==> src/rtl/core/ftp_pkg.sv <==
// shared types and constants for the flow tuple header parser
`default_nettype none

package ftp_pkg;

  // byte position within a frame, saturates at PosMax
  typedef logic [6:0] pos_t;

  localparam pos_t PosMax = 7'd78;

  localparam logic [15:0] ETH_TYPE_IPV4 = 16'h0800;
  localparam logic [15:0] ETH_TYPE_IPV6 = 16'h86DD;
  localparam logic [15:0] ETH_TYPE_VLAN = 16'h8100;

  localparam logic [7:0] PROTO_ICMP = 8'd1;
  localparam logic [7:0] PROTO_TCP  = 8'd6;
  localparam logic [7:0] PROTO_UDP  = 8'd17;

  localparam pos_t EthTypeHiAt = 7'd12;
  localparam pos_t EthTypeLoAt = 7'd13;
  localparam pos_t EthHdrLen   = 7'd14;

  // ipv4 with a fixed 20-byte header
  localparam pos_t V4ProtoAt = 7'd23;
  localparam pos_t V4SrcAt   = 7'd26;
  localparam pos_t V4DstAt   = 7'd30;
  localparam pos_t V4L4Base  = 7'd34;

  // ipv6 with a fixed 40-byte header
  localparam pos_t V6ProtoAt = 7'd20;
  localparam pos_t V6SrcAt   = 7'd22;
  localparam pos_t V6DstAt   = 7'd38;
  localparam pos_t V6L4Base  = 7'd54;

  localparam pos_t SmallL4Len = 7'd8;
  localparam pos_t TcpHdrLen  = 7'd20;

  localparam int unsigned QueueDepthDefault = 2;

  typedef enum logic [1:0] {
    L3_OTHER = 2'd0,
    L3_IPV4  = 2'd1,
    L3_IPV6  = 2'd2
  } l3_kind_e;

  typedef struct packed {
    logic [7:0] frame_byte;
    logic       last_byte;
  } in_item_t;

  typedef struct packed {
    logic        pass;
    logic [1:0]  l3_kind;
    logic [7:0]  l4_kind;
    logic [63:0] src_addr_hi;
    logic [63:0] src_addr_lo;
    logic [63:0] dst_addr_hi;
    logic [63:0] dst_addr_lo;
    logic [15:0] sport;
    logic [15:0] dport;
  } out_item_t;

  // occupancy of the verdict queue as seen by front and back
  typedef struct packed {
    logic full;
    logic valid;
  } q_status_t;

endpackage

`default_nettype wire

==> src/rtl/core/ftp_front.sv <==
// front part: tracks byte position, captures header fields, builds the verdict
`default_nettype none

module ftp_front (
  input  wire logic               clk_i,
  input  wire logic               rst_ni,
  input  wire logic               in_valid_i,
  output logic                    in_ready_o,
  input  wire ftp_pkg::in_item_t  in_item_i,
  input  wire logic               q_full_i,
  output logic                    push_o,
  output ftp_pkg::out_item_t      push_item_o
);
  import ftp_pkg::*;

  pos_t        pos_q, pos_d;
  logic [15:0] et_q, et_d;
  logic [7:0]  proto_q, proto_d;
  logic [63:0] src_hi_q, src_hi_d, src_lo_q, src_lo_d;
  logic [63:0] dst_hi_q, dst_hi_d, dst_lo_q, dst_lo_d;
  logic [15:0] w0_q, w0_d, w1_q, w1_d;

  logic        hit;
  logic [7:0]  b;
  pos_t        len;
  pos_t        l4base;
  pos_t        need;
  logic [1:0]  l3;
  logic        pass;

  assign in_ready_o = ~q_full_i;
  assign hit        = in_valid_i & in_ready_o;
  assign b          = in_item_i.frame_byte;

  // field capture for the current byte
  always_comb begin
    et_d     = et_q;
    proto_d  = proto_q;
    src_hi_d = src_hi_q;
    src_lo_d = src_lo_q;
    dst_hi_d = dst_hi_q;
    dst_lo_d = dst_lo_q;
    w0_d     = w0_q;
    w1_d     = w1_q;
    if (pos_q == EthTypeHiAt || pos_q == EthTypeLoAt) begin
      et_d = {et_q[7:0], b};
    end
    if (pos_q >= EthHdrLen && et_q == ETH_TYPE_IPV4) begin
      if (pos_q == V4ProtoAt) begin
        proto_d = b;
      end
      if (pos_q >= V4SrcAt && pos_q < V4DstAt) begin
        src_lo_d = {src_lo_q[55:0], b};
      end
      if (pos_q >= V4DstAt && pos_q < V4L4Base) begin
        dst_lo_d = {dst_lo_q[55:0], b};
      end
      if (pos_q == V4L4Base || pos_q == V4L4Base + 7'd1) begin
        w0_d = {w0_q[7:0], b};
      end
      if (pos_q == V4L4Base + 7'd2 || pos_q == V4L4Base + 7'd3) begin
        w1_d = {w1_q[7:0], b};
      end
    end else if (pos_q >= EthHdrLen && et_q == ETH_TYPE_IPV6) begin
      if (pos_q == V6ProtoAt) begin
        proto_d = b;
      end
      if (pos_q >= V6SrcAt && pos_q < V6SrcAt + 7'd8) begin
        src_hi_d = {src_hi_q[55:0], b};
      end
      if (pos_q >= V6SrcAt + 7'd8 && pos_q < V6DstAt) begin
        src_lo_d = {src_lo_q[55:0], b};
      end
      if (pos_q >= V6DstAt && pos_q < V6DstAt + 7'd8) begin
        dst_hi_d = {dst_hi_q[55:0], b};
      end
      if (pos_q >= V6DstAt + 7'd8 && pos_q < V6L4Base) begin
        dst_lo_d = {dst_lo_q[55:0], b};
      end
      if (pos_q == V6L4Base || pos_q == V6L4Base + 7'd1) begin
        w0_d = {w0_q[7:0], b};
      end
      if (pos_q == V6L4Base + 7'd2 || pos_q == V6L4Base + 7'd3) begin
        w1_d = {w1_q[7:0], b};
      end
    end
    pos_d = (pos_q == PosMax) ? pos_q : pos_q + 7'd1;
  end

  // verdict from the fields including the last byte
  always_comb begin
    len    = pos_q + 7'd1;
    l3     = L3_OTHER;
    l4base = '0;
    need   = '0;
    pass   = 1'b0;
    if (len >= EthHdrLen) begin
      if (et_d == ETH_TYPE_IPV4) begin
        l3     = L3_IPV4;
        l4base = V4L4Base;
      end else if (et_d == ETH_TYPE_IPV6) begin
        l3     = L3_IPV6;
        l4base = V6L4Base;
      end
    end
    if (l3 != L3_OTHER && len >= l4base) begin
      if (proto_d == PROTO_ICMP || proto_d == PROTO_UDP) begin
        need = l4base + SmallL4Len;
      end else if (proto_d == PROTO_TCP) begin
        need = l4base + TcpHdrLen;
      end
      pass = (need != '0) && (len >= need);
    end

    push_item_o         = '0;
    push_item_o.l3_kind = l3;
    if (pass) begin
      push_item_o.pass        = 1'b1;
      push_item_o.l4_kind     = proto_d;
      push_item_o.src_addr_hi = src_hi_d;
      push_item_o.src_addr_lo = src_lo_d;
      push_item_o.dst_addr_hi = dst_hi_d;
      push_item_o.dst_addr_lo = dst_lo_d;
      if (proto_d == PROTO_ICMP) begin
        push_item_o.sport = {8'h00, w0_d[15:8]};
        push_item_o.dport = {8'h00, w0_d[7:0]};
      end else begin
        push_item_o.sport = w0_d;
        push_item_o.dport = w1_d;
      end
    end
  end

  assign push_o = hit & in_item_i.last_byte;

  always_ff @(posedge clk_i or negedge rst_ni) begin
    if (!rst_ni) begin
      pos_q    <= '0;
      et_q     <= '0;
      proto_q  <= '0;
      src_hi_q <= '0;
      src_lo_q <= '0;
      dst_hi_q <= '0;
      dst_lo_q <= '0;
      w0_q     <= '0;
      w1_q     <= '0;
    end else if (hit) begin
      if (in_item_i.last_byte) begin
        // next frame starts from a clean slate
        pos_q    <= '0;
        et_q     <= '0;
        proto_q  <= '0;
        src_hi_q <= '0;
        src_lo_q <= '0;
        dst_hi_q <= '0;
        dst_lo_q <= '0;
        w0_q     <= '0;
        w1_q     <= '0;
      end else begin
        pos_q    <= pos_d;
        et_q     <= et_d;
        proto_q  <= proto_d;
        src_hi_q <= src_hi_d;
        src_lo_q <= src_lo_d;
        dst_hi_q <= dst_hi_d;
        dst_lo_q <= dst_lo_d;
        w0_q     <= w0_d;
        w1_q     <= w1_d;
      end
    end
  end

endmodule

`default_nettype wire

==> src/rtl/core/ftp_queue.sv <==
// verdict queue between front and back
`default_nettype none

module ftp_queue #(
  parameter int unsigned Depth = ftp_pkg::QueueDepthDefault
) (
  input  wire logic               clk_i,
  input  wire logic               rst_ni,
  input  wire logic               push_i,
  input  wire ftp_pkg::out_item_t push_item_i,
  input  wire logic               pop_i,
  output ftp_pkg::q_status_t      status_o,
  output ftp_pkg::out_item_t      head_o
);
  import ftp_pkg::*;

  localparam int unsigned PtrW = $clog2(Depth);
  localparam int unsigned CntW = $clog2(Depth + 1);
  localparam logic [PtrW-1:0] LastPtr = PtrW'(Depth - 1);
  localparam logic [CntW-1:0] Full    = CntW'(Depth);

  out_item_t       mem_q [Depth];
  logic [PtrW-1:0] wr_q, wr_d, rd_q, rd_d;
  logic [CntW-1:0] cnt_q, cnt_d;
  logic            do_push, do_pop;

  assign status_o.full  = (cnt_q == Full);
  assign status_o.valid = (cnt_q != '0);
  assign head_o         = mem_q[rd_q];

  assign do_push = push_i & ~status_o.full;
  assign do_pop  = pop_i & status_o.valid;

  always_comb begin
    wr_d  = wr_q;
    rd_d  = rd_q;
    cnt_d = cnt_q;
    if (do_push) begin
      wr_d = (wr_q == LastPtr) ? '0 : wr_q + PtrW'(1);
    end
    if (do_pop) begin
      rd_d = (rd_q == LastPtr) ? '0 : rd_q + PtrW'(1);
    end
    if (do_push && !do_pop) begin
      cnt_d = cnt_q + CntW'(1);
    end else if (do_pop && !do_push) begin
      cnt_d = cnt_q - CntW'(1);
    end
  end

  always_ff @(posedge clk_i or negedge rst_ni) begin
    if (!rst_ni) begin
      wr_q  <= '0;
      rd_q  <= '0;
      cnt_q <= '0;
    end else begin
      wr_q  <= wr_d;
      rd_q  <= rd_d;
      cnt_q <= cnt_d;
    end
  end

  always_ff @(posedge clk_i) begin
    if (do_push) begin
      mem_q[wr_q] <= push_item_i;
    end
  end

endmodule

`default_nettype wire

==> src/rtl/core/ftp_back.sv <==
// back part: output register that hands verdicts to the receiver
`default_nettype none

module ftp_back (
  input  wire logic               clk_i,
  input  wire logic               rst_ni,
  input  wire logic               q_valid_i,
  input  wire ftp_pkg::out_item_t head_i,
  output logic                    pop_o,
  output logic                    out_valid_o,
  input  wire logic               out_ready_i,
  output ftp_pkg::out_item_t      out_item_o
);
  import ftp_pkg::*;

  logic      out_valid_q, out_valid_d;
  out_item_t out_q;

  // refill when empty or when the held item leaves this cycle
  assign pop_o = q_valid_i & (~out_valid_q | out_ready_i);

  always_comb begin
    out_valid_d = out_valid_q;
    if (pop_o) begin
      out_valid_d = 1'b1;
    end else if (out_ready_i) begin
      out_valid_d = 1'b0;
    end
  end

  always_ff @(posedge clk_i or negedge rst_ni) begin
    if (!rst_ni) begin
      out_valid_q <= 1'b0;
    end else begin
      out_valid_q <= out_valid_d;
    end
  end

  always_ff @(posedge clk_i) begin
    if (pop_o) begin
      out_q <= head_i;
    end
  end

  assign out_valid_o = out_valid_q;
  assign out_item_o  = out_q;

endmodule

`default_nettype wire

==> src/rtl/core/flow_tuple_header_parser.sv <==
// Flow tuple header parser: one Ethernet frame byte per input item, one
// verdict item per frame carrying pass/drop, L3/L4 kind, addresses and ports.
//
// Input channel (in_valid_i/in_ready_o/in_item_i): one byte per cycle while
// the queue has room, with last_byte marking the end of the frame. Bytes are
// taken back to back; the front captures fields at fixed offsets and builds
// the verdict in the cycle the last byte is accepted.
// Output channel (out_valid_o/out_ready_i/out_item_o): one verdict per frame,
// valid once it has passed from the queue into the output register.
// Throughput: one byte per cycle while the queue is not full, set by the
// position compare and capture in the front. A queue of QueueDepth verdicts
// plus the output register sits between front and back.
// Stall: while the receiver holds off, verdicts pile up in the queue; once
// it is full, in_ready_o drops and the input stalls until a slot frees.
// Reset: position, captured fields and queue clear; the first byte after
// reset is taken as the destination MAC of a new frame.
`default_nettype none

module flow_tuple_header_parser #(
  parameter int unsigned QueueDepth = ftp_pkg::QueueDepthDefault
) (
  input  wire logic               clk_i,
  input  wire logic               rst_ni,
  input  wire logic               in_valid_i,
  output logic                    in_ready_o,
  input  wire ftp_pkg::in_item_t  in_item_i,
  output logic                    out_valid_o,
  input  wire logic               out_ready_i,
  output ftp_pkg::out_item_t      out_item_o
);
  import ftp_pkg::*;

  q_status_t q_status;
  logic      push, pop;
  out_item_t push_item, head;

  ftp_front u_front (
    .clk_i       (clk_i),
    .rst_ni      (rst_ni),
    .in_valid_i  (in_valid_i),
    .in_ready_o  (in_ready_o),
    .in_item_i   (in_item_i),
    .q_full_i    (q_status.full),
    .push_o      (push),
    .push_item_o (push_item)
  );

  ftp_queue #(
    .Depth (QueueDepth)
  ) u_queue (
    .clk_i       (clk_i),
    .rst_ni      (rst_ni),
    .push_i      (push),
    .push_item_i (push_item),
    .pop_i       (pop),
    .status_o    (q_status),
    .head_o      (head)
  );

  ftp_back u_back (
    .clk_i       (clk_i),
    .rst_ni      (rst_ni),
    .q_valid_i   (q_status.valid),
    .head_i      (head),
    .pop_o       (pop),
    .out_valid_o (out_valid_o),
    .out_ready_i (out_ready_i),
    .out_item_o  (out_item_o)
  );

endmodule

`default_nettype wire
==> config.mk <==
export PLATFORM = sky130hd
export DESIGN_NAME = flow_tuple_header_parser
export DESIGN_NICKNAME = d
export VERILOG_FILES = /design/src/rtl/core/ftp_pkg.sv /design/src/rtl/core/ftp_front.sv /design/src/rtl/core/ftp_queue.sv /design/src/rtl/core/ftp_back.sv /design/src/rtl/core/flow_tuple_header_parser.sv
export SDC_FILE = /design/constraint.sdc
export NUM_CORES = 2
export LEC_CHECK = 0
export ABC_CLOCK_PERIOD_IN_PS = 13400
export BUFFER_PORTS_ARGS = -buffer_cell sky130_fd_sc_hd__buf_4
export CORE_AREA = 2 2 275 332
export DETAILED_ROUTE_END_ITERATION = 6
export DIE_AREA = 0 0 277 334
export HOLD_SLACK_MARGIN = 0.1
export PLACE_DENSITY = 0.75
export SLEW_MARGIN = 30
export SYNTH_ARGS = -nofsm -noshare
export SYNTH_HDL_FRONTEND = slang
export SYNTH_HIERARCHICAL = 1
export SYNTH_SLANG_ARGS = --single-unit
export TNS_END_PERCENT = 100
==> constraint.sdc <==
create_clock -name clk_i -period 13.4 [get_ports clk_i]
set_input_delay 0.67 -clock clk_i [delete_from_list [all_inputs] [get_ports clk_i]]
set_output_delay 0.67 -clock clk_i [all_outputs]
set_load 0.01 [all_outputs]
Word-level counts from Yosys, hierarchy flattened
Memories as Yosys holds them, arrays and structs flattened. A register that Yosys moved wholly into a read port is not among the register bits. Index checks and enable logic that the tools add are counted. W data, S select, Z words.

Input bits: 13. Flip-flop bits (word level): 324. Memories kept: 1. Bits in writable memories: 598.

Memory list: u_queue.mem_q (depth 2, width 299, read ports 1, clocked after memory_dff 1, write ports 1, line ftp_queue.sv:22) `out_item_t mem_q [Depth];`.

Multiplexer cells: 58. Reductions and logical operators: 26. $add $sub $neg: 7. Bitwise logic cells: 8. Equal/unequal tests: 22. Magnitude comparators: 14.

Operators with widths (count): $mux W64 (18); $mux W296 (1); $mux W16 (12); $eq A7 B6 Y1 const B (8); $mux W7 (7); $mux W8 (5); $eq A16 B12 Y1 const B (2); $eq A16 B16 Y1 const B (2); $mux W32 (1); $lt A7 B6 Y1 const B (4); $ge A7 B5 Y1 const B (3); $eq A7 B4 Y1 const B (2); $eq A7 B5 Y1 const B (2); $ge A7 B4 Y1 const B (2); $ge A7 B6 Y1 const B (2); $ge A7 B7 Y1 (2); $logic_and A1 B1 Y1 (12); $mux W2 (5); $eq A8 B1 Y1 const B (1); $eq A8 B3 Y1 const B (1); $eq A8 B5 Y1 const B (1); $mux W1 (8); $reduce_bool A2 Y1 (4); $add A7 B1 Y7 const B (1); 17 further kinds (29).

Longest topological paths before layout
Depth after elaboration: 15. Mapped depth: 18.

By module
The synthesis kept the hierarchy.

By module, submodules not included: ftp_queue (instances 1, sequential area each 18057.3 sq um, cells each 949, area an instance 21963.6 sq um); ftp_front (instances 1, sequential area each 7982.7 sq um, cells each 1959, area an instance 16859.9 sq um); ftp_back (instances 1, sequential area each 9003.6 sq um, cells each 303, area an instance 9022.4 sq um).

Worst setup path after synthesis
OpenSTA, ideal clock, no wires.

Path kind: input to register. Start: input in_valid_i. End: memory u_queue/mem_q[0][0] in the netlist's numbering (enable). Data arrival time: 13.924 ns. Stages: 6. Path buffers: 2. Path slack: -1.489 ns. Setup time: 0.965 ns. Data required time: 12.435 ns. Path through: nor2b_1 clkbuf_1 clkbuf_1 and2_1 nand2_1 nor2_1.

Word-level cells in the longest chain between the ends: 5.

Ends and longest elaborated chain: start: declaration (line flow_tuple_header_parser.sv:24) `input wire logic in_valid_i,`; $and A1 B1 Y1 (line ftp_front.sv:32) `assign hit = in_valid_i & in_ready_o;`; $and A1 B1 Y1 (line ftp_front.sv:134) `assign push_o = hit & in_item_i.last_byte;`; via push (line flow_tuple_header_parser.sv:34) `logic push, pop;`; $and A1 B1 Y1 (line ftp_queue.sv:31) `assign do_push = push_i & ~status_o.full;`; $mux W1 (line ftp_queue.sv:64) `if (do_push) begin`; $mux W1 (implied by the code) (line ftp_queue.sv:65) `mem_q[wr_q] <= push_item_i;`; end: declaration (line ftp_queue.sv:22).

The timed path passes the listed nets, and every way through them passes these cells.

==> parameters.txt <==
Parameter                              Value

Run status
  Run status    finished clean

Detailed routing
  Number of antenna-violating nets in the routed design    0
  Post-DR wirelength/cell    23.7 um
  Number of DRC violations after detailed-routing iteration 0    3007
  Total via count in the routed design    28000
  Number of iterations in the first detailed-routing pass    7
  Total detailed-routing wirelength    113000 um
  Number of design rule violations left after detail routing    0
  Routed vias/inst    5.90

Power and ir drop
  Share of power burned in combinational logic    18.0%
  Internal power    0.00730 W
  Switching power    0.00265 W
  Peak supply drop    0.124 mV
  Power Dens Cells    182 mW/mm^2
  Switching Share    26.7%
  Share of power burned in registers    49.4%
  Share of total power in the clock network    32.6%
  Reported leakage power    20.7 nW

Floorplanning
  Core Rows    121
  Floorplan Core Area    0.0896 mm^2
  Die extent in y    334 um
  Die span in x    277 um
  DIE AREA    0.0925 mm^2
  Boundary Pins    314
  Effective utilization at floorplan    53.4%

STA
  Post-route setup TNS    0 ns
  Maximum clock skew at final layout    0.0448 ns
  Worst slew slack as a fraction of its limit    35.3%
  Final Hold Vio Count    0
  Final Setup Violations    0
  Achievable Freq    0.185 GHz
  Actual slew at the worst max-slew pin    0.970 ns
  Final Cycle Share    40.4%
  Unrepaired setup endpoints after global routing    no
  Slew Viols, Final    0
  Post-layout min period    5.41 ns

Yosys
  Most repeated cell in the gate-level netlist after synthesis    sky130_fd_sc_hd__edfxtp_1
  Number of synthesized register bits    1221
  EDFF count, synth    897
  Predominant post-synthesis flop cell    sky130_fd_sc_hd__edfxtp_1
  Leading cell types by count after synthesis    897 x sky130_fd_sc_hd__edfxtp_1, 613 x sky130_fd_sc_hd__nand2_1, 324 x sky130_fd_sc_hd__dfrtp_1
  Area of the mapped netlist    0.0478 mm^2
  Proportion of synthesized flip-flops having asynchronous set or reset    26.5%
  Warnings from Yosys    6
  Per-instance average area after synthesis    14.9 um^2
  Area contributors post-synth    sky130_fd_sc_hd__edfxtp_1 56%, sky130_fd_sc_hd__dfrtp_1 17%, sky130_fd_sc_hd__mux2_2 7.2%, sky130_fd_sc_hd__nand2_1 4.8%, sky130_fd_sc_hd__a22o_1 4.6%
  Area leader, netlist    sky130_fd_sc_hd__edfxtp_1
  Sequential fraction of the synthesis area    73.2%
  Count of unique library cells instantiated by Yosys    63
  Share of the synthesized area in the top cell type    56.3%
  Post-synthesis cell count    3211

Global routing
  Global-route wire length before repair    170000 um
  Total routing resource utilization after global routing    24.0%
  Leftover overflow at the end of global routing    0
  Pin count of the biggest net entering global routing    120
  Antenna violations before repair    0
  Vias in the first global route    27900

CTS
  Buffers inserted by post-CTS timing repair    0
  Number of sinks on the clock net    1221
  Max Root-Sink Buffers    3
  Clock tree from TritonCTS    built
  Number of buffers created by CTS    114
  Root buffer selected by CTS    sky130_fd_sc_hd__clkbuf_16
  Total number of H-tree levels    3
  Clock Latency Late Sink    0.70 ns
  Clock Pin Slew Worst Setup and Hold Paths    0.07 ns

Critical path
  Slowest-stage cell, CP    sky130_fd_sc_hd__buf_4
  Slowest stage delay, CP    0.68 ns
  Data arrival time at the worst-slack endpoint    5.82 ns
  Worst Reg-to-Reg Cells    15
  Kind of cell with the highest combined delay on the critical path    simple AND/OR/NAND/NOR gates
  Crit Reg-Reg Startpoint    u_front/et_q[1]
  Startpoint types    register
  Reg2Reg Setup Slack    7.99 ns
  Type of the setup path with the least slack    register to register
  Critical R2R Capture    u_queue/mem_q[0][3]
  Endpoint type of the worst setup path    register
  Critical path peak fanout    70
  Cell repeated most along the worst path    sky130_fd_sc_hd__and2_1
  Cell depth of the worst setup path    15
  Combined buffer and inverter count along the critical path    2
  Cells along the critical path    or4_4 -> nor4_2 -> a32o_1 -> and2_1 -> mux2_2 -> or2_2 -> and2_1 -> ha_1 -> nand2_1 -> o21ai_0 -> o41a_1 -> nand4_4 -> buf_4 -> inv_2 -> o2111a_1
  Worst path required time    13.81 ns
  Launching element of the worst setup path    u_front/et_q[1]
  Termination of the worst setup path    u_queue/mem_q[0][3]

Placed design
  Post-DP HPWL    65700 um
  IO Port Bufs    313
  Global placement routability congestion    0.798

Layout
  Layout cells sized above 1    24.5%
  Utilization after layout    61.1%
  Area overhead of the layout relative to synthesis    14.5%
  Post-layout net count    3508

Job
  Number of maximum-capacitance constraint violations    0

Min path
  Hold Path Class    input pin to register
-- worst register-to-register path, stage by stage (launching register included) --
cell	delay, ns
sky130_fd_sc_hd__dfrtp_1	0.43
sky130_fd_sc_hd__or4_4	0.59
sky130_fd_sc_hd__nor4_2	0.47
sky130_fd_sc_hd__a32o_1	0.35
sky130_fd_sc_hd__and2_1	0.36
sky130_fd_sc_hd__mux2_2	0.38
sky130_fd_sc_hd__or2_2	0.29
sky130_fd_sc_hd__and2_1	0.15
sky130_fd_sc_hd__ha_1	0.28
sky130_fd_sc_hd__nand2_1	0.06
sky130_fd_sc_hd__o21ai_0	0.09
sky130_fd_sc_hd__o41a_1	0.36
sky130_fd_sc_hd__nand4_4	0.13
sky130_fd_sc_hd__buf_4	0.68
sky130_fd_sc_hd__inv_2	0.30
sky130_fd_sc_hd__o2111a_1	0.21
-- state kept, by name, indices dropped and copies added (netlist names) --
register	cells
u_queue/mem_q	598
u_back/out_item_o	299
u_front/dst_hi_q	64
u_front/dst_lo_q	64
u_front/src_hi_q	64
u_front/src_lo_q	64
u_front/et_q	16
u_front/w0_q	16
u_front/w1_q	16
u_front/proto_q	8
u_front/pos_q	7
u_queue/cnt_q	2
u_back/out_valid_o	1
u_queue/rd_q	1
u_queue/wr_q	1
-- logic make-up (layout without fill, tap and decap cells) --
family | count (synthesis) | count (layout) | share of synthesized area [%]
AO/OA/AOI/OAI | 640 | 640 | 9.07
XOR/XNOR | 11 | 11 | 0.201
adder cells (fa/ha/maj) | 15 | 15 | 0.392
buffers and inverters | 221 | 588 | 2.74
flip-flops | 1221 | 1221 | 73.2
multiplexers | 322 | 322 | 7.53
other | 1 | 5 | 0.00784
AND/OR/NAND/NOR | 780 | 780 | 6.81
-- layout make-up --
class / count / area (um^2)
sequential: 1221 / 35000
fill: 6688 / 34800
multi-input combinational: 1772 / 11700
clock buffer: 149 / 3160
timing repair buffer: 358 / 2780
tap: 1168 / 1460
clock inverter: 68 / 637
inverter: 13 / 48.8
antenna: 1 / 2.50
-- what timing repair did --
action                                  4_1_cts  5_1_grt
endpoints found under the setup margin        0        0
resized for setup                             0        0
hold endpoints to repair                     78        0
hold buffers                                  1        0
-- power by group through the flow --
stage | combinational (W) | sequential, W | clock [W]
CTS | 0.00182 | 0.00493 | 0.00331
floorplan | 0.000896 | 0.00525 | 0
detailed placement | 0.00181 | 0.00500 | 0
global placement | 0.00180 | 0.00499 | 0
finish | 0.00179 | 0.00492 | 0.00324
global route | 0.00191 | 0.00496 | 0.00345
-- cell usage in the layout, fill, tap and decap left out, types with 25 or more instances in the layout --
master	n
sky130_fd_sc_hd__nand2_1	611
sky130_fd_sc_hd__clkbuf_16	116
sky130_fd_sc_hd__dfrtp_1	323
sky130_fd_sc_hd__o21ai_0	80
sky130_fd_sc_hd__a21oi_1	265
sky130_fd_sc_hd__buf_4	346
sky130_fd_sc_hd__edfxtp_1	897
sky130_fd_sc_hd__a22o_1	251
sky130_fd_sc_hd__clkinv_2	25
sky130_fd_sc_hd__nor2_1	31
sky130_fd_sc_hd__mux2_2	305
-- metal layers --
metal | up-vias | GRT usage [%] | share of wire, %
li1 | 12500 | - | -
met1 | 14300 | 31.8 | 40
met2 | 1111 | 39.9 | 50
met3 | 181 | 4.65 | 7.1
met4 | 0 | 8.59 | 3.2
met5 | - | 0 | 0
-- worst min-delay path by stage --
stage / endpoint / from / depth (start not counted) / slack, ns
2_1_floorplan: u_back/out_valid_o / rst_ni / 0 / 0.37
3_3_place_gp: u_front/proto_q[5] / u_front/proto_q[5] / 2 / 0.47
3_5_place_dp: u_front/proto_q[5] / u_front/proto_q[5] / 2 / 0.48
4_1_cts: u_back/out_valid_o / out_ready_i / 3 / 0.26
5_1_grt: u_back/out_valid_o / out_ready_i / 3 / 0.31
6_report: u_back/out_valid_o / out_ready_i / 3 / 0.30
-- per-stage QoR --
step           power [W]  hold slack [ns]  std cells  instance area, um^2  worst slack (ns)
2_1_floorplan    0.00615            0.374       3214                47900              3.58
4_1_cts           0.0101            0.260       4749                54800              8.04
5_1_grt           0.0103            0.315       4749                54800              7.69
3_5_place_dp     0.00681            0.476       4531                51000              8.06
6_report         0.00995            0.295       4750                54800              7.99
3_3_place_gp     0.00679            0.466       4529                50900              7.94
No activity file was read; power rests on OpenSTA's default activity.
